<file path="config.mk">
export PLATFORM = sky130hd
export DESIGN_NAME = lfsu_ctrl
export DESIGN_NICKNAME = d
export VERILOG_FILES = /design/src/design/lfsu_pkg.sv /design/src/design/lfsu_ctrl.sv
export VERILOG_INCLUDE_DIRS = /design/src /design/src/design
export SDC_FILE = /design/constraint.sdc
export NUM_CORES = 1
export LEC_CHECK = 0
export BUFFER_PORTS_ARGS = -buffer_cell sky130_fd_sc_hd__buf_2
export CAP_MARGIN = 10
export CORE_MARGIN = 2
export CORE_UTILIZATION = 36
export DETAILED_ROUTE_END_ITERATION = 8
export PLACE_DENSITY_LB_ADDON = 0.12
export REMOVE_ABC_BUFFERS = 1
export SLEW_MARGIN = 20
export SYNTH_ARGS = -nofsm -noshare
export SYNTH_HDL_FRONTEND = slang
export SYNTH_SLANG_ARGS = --single-unit
</file>
<file path="constraint.sdc">
create_clock -name clk -period 1.24 [get_ports clk]
set_input_delay 0.248 -clock clk [delete_from_list [all_inputs] [get_ports clk]]
set_output_delay 0.248 -clock clk [all_outputs]
set_load 0.02 [all_outputs]
</file>
<file path="src/design/assert_macros.svh">
// Assertion macros used by lfsu_ctrl.
`ifndef ASSERT_MACROS_SVH
`define ASSERT_MACROS_SVH

// Clocked check that is switched off while reset is held.
`define ASSERT_CLK(label, prop, msg) \
  label: assert property (@(posedge clk) disable iff (!rst_n) (prop)) else $error(msg);

// Clocked check that also holds during reset.
`define ASSERT_CLK_ALWAYS(label, prop, msg) \
  label: assert property (@(posedge clk) (prop)) else $error(msg);

`endif

</file>
<file path="src/design/lfsu_pkg.sv">
// ---------------------------------------------------------------------------
// lfsu_pkg
// Types, codes and constants shared by the lattice strategy update core.
// ---------------------------------------------------------------------------
`default_nettype none

package lfsu_pkg;

  localparam int SIDE_DEF      = 64;
  localparam int ENTRIES_DEF   = 256;
  localparam int CFG_IDX_W     = 3;
  localparam int CFG_DATA_W    = 16;

  localparam logic [1:0] ST_DEFECT = 2'd0;
  localparam logic [1:0] ST_COOP   = 2'd1;
  localparam logic [1:0] ST_QUASI  = 2'd2;
  localparam logic [1:0] ST_ALIAS  = 2'd3;

  localparam logic [1:0] OUT_WRITTEN  = 2'd0;
  localparam logic [1:0] OUT_SKIPPED  = 2'd1;
  localparam logic [1:0] OUT_REVERTED = 2'd2;
  localparam logic [1:0] OUT_ADOPTED  = 2'd3;

  localparam logic REQ_WRITE  = 1'b0;
  localparam logic REQ_UPDATE = 1'b1;

  localparam logic [CFG_IDX_W-1:0] CFG_TEMPT     = 3'd0;
  localparam logic [CFG_IDX_W-1:0] CFG_LAMBDA    = 3'd1;
  localparam logic [CFG_IDX_W-1:0] CFG_DELTA     = 3'd2;
  localparam logic [CFG_IDX_W-1:0] CFG_GAIN_M    = 3'd3;
  localparam logic [CFG_IDX_W-1:0] CFG_ALPHA     = 3'd4;
  localparam logic [CFG_IDX_W-1:0] CFG_RHO       = 3'd5;
  localparam logic [CFG_IDX_W-1:0] CFG_INV_NOISE = 3'd6;

  localparam logic [2:0] SEL_CENTRE = 3'd0;
  localparam logic [2:0] SEL_NORTH  = 3'd1;
  localparam logic [2:0] SEL_SOUTH  = 3'd2;
  localparam logic [2:0] SEL_EAST   = 3'd3;
  localparam logic [2:0] SEL_WEST   = 3'd4;

  typedef struct packed {
    logic        req_type;
    logic [11:0] site;
    logic [1:0]  strategy_value;
    logic        choice_bit;
    logic [15:0] accept_draw;
  } lfsu_in_t;

  typedef struct packed {
    logic [1:0]  outcome;
    logic [1:0]  new_strategy;
    logic [12:0] count_defect;
    logic [12:0] count_coop;
    logic [12:0] count_quasi;
  } lfsu_out_t;

  typedef struct packed {
    logic       clr_step;
    logic       load_req;
    logic       div_step;
    logic       div_mid;
    logic       rd_en;
    logic [2:0] rd_sel;
    logic       eval;
    logic       mul;
    logic       look1;
    logic       look2;
    logic       commit;
  } lfsu_cmd_t;

  typedef struct packed {
    logic clr_last;
    logic is_update;
    logic out_free;
  } lfsu_status_t;

endpackage

`default_nettype wire

</file>
<file path="src/design/lfsu_ctrl.sv">
// ---------------------------------------------------------------------------
// lfsu_ctrl
// Sequencer: clearing pass, site divide, grid reads, evaluation and commit.
// ---------------------------------------------------------------------------
`default_nettype none
`include "assert_macros.svh"

module lfsu_ctrl (
  input  wire logic                  clk,
  input  wire logic                  rst_n,
  input  wire logic                  in_valid,
  output logic                       in_stall,
  input  wire lfsu_pkg::lfsu_status_t status,
  output lfsu_pkg::lfsu_cmd_t        cmd
);
  import lfsu_pkg::*;

  typedef enum logic [3:0] {
    S_CLEAR, S_IDLE, S_DIV_A, S_MID, S_DIV_B, S_READ, S_WAIT,
    S_EVAL, S_MUL, S_LOOK1, S_LOOK2, S_COMMIT
  } state_t;

  state_t     state_r, state_nxt;
  logic [3:0] cnt_r, cnt_nxt;

  assign in_stall = (state_r != S_IDLE);

  always_comb begin
    state_nxt = state_r;
    cnt_nxt   = cnt_r;
    cmd       = '0;
    unique case (state_r)
      S_CLEAR: begin
        cmd.clr_step = 1'b1;
        if (status.clr_last) state_nxt = S_IDLE;
      end
      S_IDLE: begin
        cmd.load_req = in_valid;
        cnt_nxt      = '0;
        if (in_valid) state_nxt = S_DIV_A;
      end
      S_DIV_A: begin
        cmd.div_step = 1'b1;
        state_nxt    = S_MID;
      end
      S_MID: begin
        cmd.div_mid = 1'b1;
        state_nxt   = S_DIV_B;
      end
      S_DIV_B: begin
        cmd.div_step = 1'b1;
        state_nxt    = S_READ;
      end
      S_READ: begin
        cmd.rd_en  = 1'b1;
        cmd.rd_sel = cnt_r[2:0];
        // A write request needs only the centre site.
        if (!status.is_update || cnt_r[2:0] == SEL_WEST) begin
          state_nxt = S_WAIT;
        end else begin
          cnt_nxt = cnt_r + 4'd1;
        end
      end
      S_WAIT:  state_nxt = status.is_update ? S_EVAL : S_COMMIT;
      S_EVAL: begin
        cmd.eval  = 1'b1;
        state_nxt = S_MUL;
      end
      S_MUL: begin
        cmd.mul   = 1'b1;
        state_nxt = S_LOOK1;
      end
      S_LOOK1: begin
        cmd.look1 = 1'b1;
        state_nxt = S_LOOK2;
      end
      S_LOOK2: begin
        cmd.look2 = 1'b1;
        state_nxt = S_COMMIT;
      end
      S_COMMIT: begin
        cmd.commit = status.out_free;
        if (status.out_free) state_nxt = S_IDLE;
      end
      default: state_nxt = S_CLEAR;
    endcase
  end

  always_ff @(posedge clk) begin
    if (!rst_n) begin
      state_r <= S_CLEAR;
      cnt_r   <= '0;
    end else begin
      state_r <= state_nxt;
      cnt_r   <= cnt_nxt;
    end
  end

  `ASSERT_CLK(a_commit_free, cmd.commit |-> status.out_free, "commit while output busy")
  `ASSERT_CLK(a_load_div, cmd.load_req |=> (state_r == S_DIV_A), "request not taken to divide")
  `ASSERT_CLK_ALWAYS(a_one_action, $onehot0({cmd.clr_step, cmd.load_req, cmd.div_step,
    cmd.rd_en, cmd.commit}), "more than one datapath action at once")

endmodule

`default_nettype wire

</file>
# Yosys cells after proc, flatten, opt, wreduce, memory -nomap -nowiden
# Index checks and enable logic that the tools add are counted.
[word_totals]
ff_bits = 8
input_bits = 6
[op_classes]
addsub = 1
n_eq_ne = 18
mux = 18
n_reduce_logical = 7
[ops]
columns = ["op", "count"]
rows = [
  ["$pmux W4 S12", 1],
  ["$mux W4", 7],
  ["$eq A4 B3 Y1 const B", 4],
  ["$eq A4 B4 Y1 const B", 4],
  ["$ne A2 B2 Y1 const B", 5],
  ["$mux W1", 9],
  ["$eq A4 B2 Y1 const B", 2],
  ["$pmux W4 S2", 1],
  ["$add A4 B1 Y4 const B", 1],
  ["$eq A4 B1 Y1 const B", 1],
  ["$logic_not A4 Y1", 1],
  ["$ne A4 B1 Y1 const B", 1],
  ["$reduce_and A4 Y1", 1],
  ["$eq A3 B3 Y1 const B", 1],
  ["$reduce_and A2 Y1", 1],
  ["$reduce_bool A2 Y1", 1],
  ["$reduce_or A2 Y1", 1],
  ["$logic_not A1 Y1", 1],
  ["$logic_or A1 B1 Y1", 1],
]

# Depth between registers and ports, before layout
[logic_depth]
depth_word = 4
ltp_mapped = 5

# Least setup slack after synthesis
# No wires, ideal clock.
[synth_path]
kind = "register -> register"
from = "reg state_r[0]"
to = "reg state_r[0]"
t_arrival_ps = 1476
path_slack_ps = -403
path_stages_with_launch = 4
synth_period_minus_slack_ps = 1643
cell_sequence = "dfxtp_1 -> buf_2 -> nor4_1 -> a221oi_1"
[synth_between]
elab_chain_cells = 3
word_cells_on_any_way = 18
cone_classes = "eq/ne (15); mux (1); reduce/logical (2)"
[synth_lines]
columns = ["item", "line_no", "text"]
rows = [
  ["start, declared", "lfsu_ctrl.sv:23", "state_t state_r, state_nxt;"],
  ["start signal, assigned", "lfsu_ctrl.sv:94", "state_r <= state_nxt;"],
  ["$eq A4 B3 Y1 (tied with other cells)", "lfsu_ctrl.sv:32", "unique case (state_r)"],
  ["$ne A2 B2 Y1 (no source line)", "n/a", ""],
  ["$reduce_and A4 Y1 (no source line)", "n/a", ""],
]
# Several ways; a longest one is shown, not always the timed one.
# A chain may end at the register's enable or synchronous reset.

==> flow_summary.json <==
{
  "r2r-end": "cnt_r[2]",
  "met3_usage": 0.0468,
  "fmax_mhz": 595,
  "synth_compound_area_frac": 0.183,
  "async_flop_share": 0,
  "drt_first_pass_iters": 4,
  "worst_ep_required_time_ns": 0.99,
  "slew_viol_final": 0,
  "portBuffers": 19,
  "die_width_um": 42.7,
  "drt_iter0_drc": 31,
  "synth_top_family_by_area": "simple AND/OR/NAND/NOR gates",
  "worstPathArrival_ns": 1.43,
  "grt_max_degree": 15,
  "period_minus_slack_ns": 1.68,
  "numCtsBuffers": 3,
  "grt_pass1_vias": 553,
  "synthAdderAreaFrac": 0.0464,
  "overflow": 0,
  "power_frac_seq": 0.285,
  "ys_seq_area_frac": 0.260,
  "synth_xor_area_frac": 0.0325,
  "post-route-util": 0.820,
  "r2r_slack_ns": -0.31,
  "grt-busiest-layer": "met2",
  "insertion_delay_ns": 0.25,
  "grt.total_usage": 0.175,
  "p_int_w": 0.000571,
  "rsz0062_at_grt": "true",
  "outcome": "finished with violations",
  "reg2reg_from": "state_r[2]",
  "hold_viol_final": 0,
  "cts_tree": "built",
  "path_clk_slew_ns": 0.06,
  "whs_endpoint": "state_r[0]",
  "syn-cell-area_um2": 539,
  "ir_drop_mv": 0.721,
  "cp-end-kind": "output pin",
  "slew_headroom": 0.817,
  "combPwrFrac": 0.475,
  "p_sw_frac": 0.349,
  "ff2ff_path_depth": 6,
  "synth-seq-cells": 7,
  "synth_mux_area_frac": 0.0371,
  "maxCapViolCount": 0,
  "synthCells": 68,
  "cts_buffer_depth": 2,
  "setup_viol": 19,
  "num-nets-final": 125,
  "ios": 20,
  "vias": 741,
  "powerDensity_nw_per_um2": 792,
  "crit_type": "flip-flop to output pin",
  "synth_flop_cell": "dfxtp_1",
  "synthDistinctLibCells": 31,
  "setup_total_negative_slack_ns": -5.51,
  "dieHeight_um": 42.7,
  "cts_sinks": 7,
  "switchingPower_w": 0.000307,
  "finalNonFillerCells": 131,
  "synth_edf_count": 0,
  "use_met2": 0.267,
  "n_antenna_cell": 0,
  "violations": "setup timing",
  "pwr-share-clk": 0.240,
  "htree_levels": 1,
  "root_buffer": "clkbuf_4",
  "dpl.hpwl_um": 1020,
  "initial_utilization": 0.399,
  "fp-row-count": 13,
  "synth-simple-area-share": 0.346,
  "viasPerCell": 5.66,
  "dieArea_um2": 1820,
  "start_kind": "flip-flop",
  "p_leak_nw": 0.526,
  "antenna_found_initial": 0,
  "drt-total-wl_um": 2210,
  "fin_hold_ws_ns": 0.269,
  "wire_per_inst_um": 16.9,
  "clock-skew-final_ns": 0.00258,
  "gp_congestion": 0.855,
  "drive_gt1_frac": 0.672,
  "avgSynthCellArea_um2": 7.93,
  "use_met1": 0.252,
  "period_share": 1.36,
  "worst_pin_slew_ns": 0.272,
  "fin_ws_ns": -0.441,
  "cp_max_fo": 3,
  "drc": 0,
  "coreArea_um2": 1350,
  "holdCritStartpoint": "status[2]",
  "area_growth_pct": 105,
  "drtAntennaViolNets": 0,
  "dp_slack_ns": -0.158,
  "min_path_cells": 3,
  "dp_cells": 115,
  "hold_class": "primary input to flip-flop",
  "yosysWarnings": 0,
  "grt_pass1_wl_um": 2490
}
[power by group through the flow]
stage	clock network [W]	registers (W)	logic [W]
2_1_floorplan	0	0.000269	0.000117
3_3_place_gp	0	0.000248	0.000252
3_5_place_dp	0	0.000248	0.000251
4_1_cts	0.000214	0.000245	0.000288
5_1_grt	0.000230	0.000251	0.000436
6_report	0.000211	0.000250	0.000417
[cell usage in the layout (no fill, tap or decap), drive strengths merged]
| master | instances |
|---|---|
| ha | 2 |
| or4b | 1 |
| nor3b | 1 |
| nand2b | 3 |
| xnor2 | 2 |
| clkinv | 1 |
| nor2 | 4 |
| inv | 7 |
| and3 | 1 |
| and2 | 1 |
| nor3 | 6 |
| a22oi | 1 |
| o211ai | 1 |
| dfxtp | 7 |
| o211a | 1 |
| a21oi | 5 |
| nand3 | 4 |
| a22o | 1 |
| nand3b | 2 |
| nand4bb | 1 |
| a221oi | 1 |
| nand4b | 1 |
| buf | 49 |
| mux2i | 2 |
| and4b | 1 |
| nor4 | 3 |
| a31o | 1 |
| nand2 | 1 |
| clkbuf | 3 |
| a21bo | 1 |
| a21boi | 1 |
[worst max path at each step]
stage / slack, ns / start / cells after the start / to
5_1_grt: -0.50 / state_r[2] / 3 / cmd[11]
3_5_place_dp: -0.16 / state_r[1] / 3 / cmd[11]
3_3_place_gp: -0.15 / state_r[1] / 3 / cmd[11]
6_report: -0.44 / state_r[2] / 3 / cmd[11]
2_1_floorplan: -0.55 / state_r[0] / 2 / cmd[11]
4_1_cts: -0.36 / state_r[2] / 3 / cmd[11]
[metal layers]
| metal | vias to the layer above | wire, um |
|---|---|---|
| met5 | - | 0 |
| met4 | 0 | 0 |
| met3 | 0 | 230 |
| met2 | 44 | 1080 |
| met1 | 348 | 899 |
| li1 | 349 | - |
[Yosys cell counts, types with 2 or more instances]
cell,n,share of area
dfxtp_1,7,0.26
inv_1,6,0.042
nor3_1,6,0.056
a21oi_1,5,0.046
buf_2,4,0.037
nand3_1,4,0.037
nor2_1,4,0.028
nand2b_1,3,0.035
nor4_1,3,0.035
ha_1,2,0.046
mux2i_1,2,0.037
nand3b_1,2,0.028
xnor2_1,2,0.032
[per-stage QoR]
stage	total power, W	area (um^2)
2_1_floorplan	0.000386	515
3_3_place_gp	0.000500	764
3_5_place_dp	0.000499	764
4_1_cts	0.000747	847
5_1_grt	0.000918	1110
6_report	0.000877	1110
[area by class of cell]
cell class / count / area, um^2
flip-flops and latches: 7 / 145
repair buffers: 49 / 415
multi-input cells: 49 / 472
clock buffers: 3 / 22.5
clock inverters: 1 / 5.00
well taps: 15 / 18.8
fillers: 71 / 243
inverters: 7 / 28.8
[registers in the layout, summed over array words and instances (netlist names)]
register,flops
cnt_r,3
state_r,4
[cells by family (layout without fill, tap and decap cells)]
| family | after synthesis | in the layout |
|---|---|---|
| mux | 2 | 2 |
| buf+inv | 12 | 60 |
| compound gates | 13 | 13 |
| fa+ha+maj | 2 | 2 |
| simple gates | 30 | 30 |
| flops | 7 | 7 |
| xor+xnor | 2 | 2 |
[critical path, stage by stage (launching register included)]
cell	delay (ns)
dfxtp_2	0.33
or4b_4	0.56
nor2_1	0.14
buf_4	0.16
[timing repair]
action                                  CTS  global route
endpoints found under the setup margin   19            19
setup buffers                             1            11
hold buffers                              0             0
gates resized for setup                  12            46
pin swaps                                 0             3
Power figures use the tool's default switching activity.
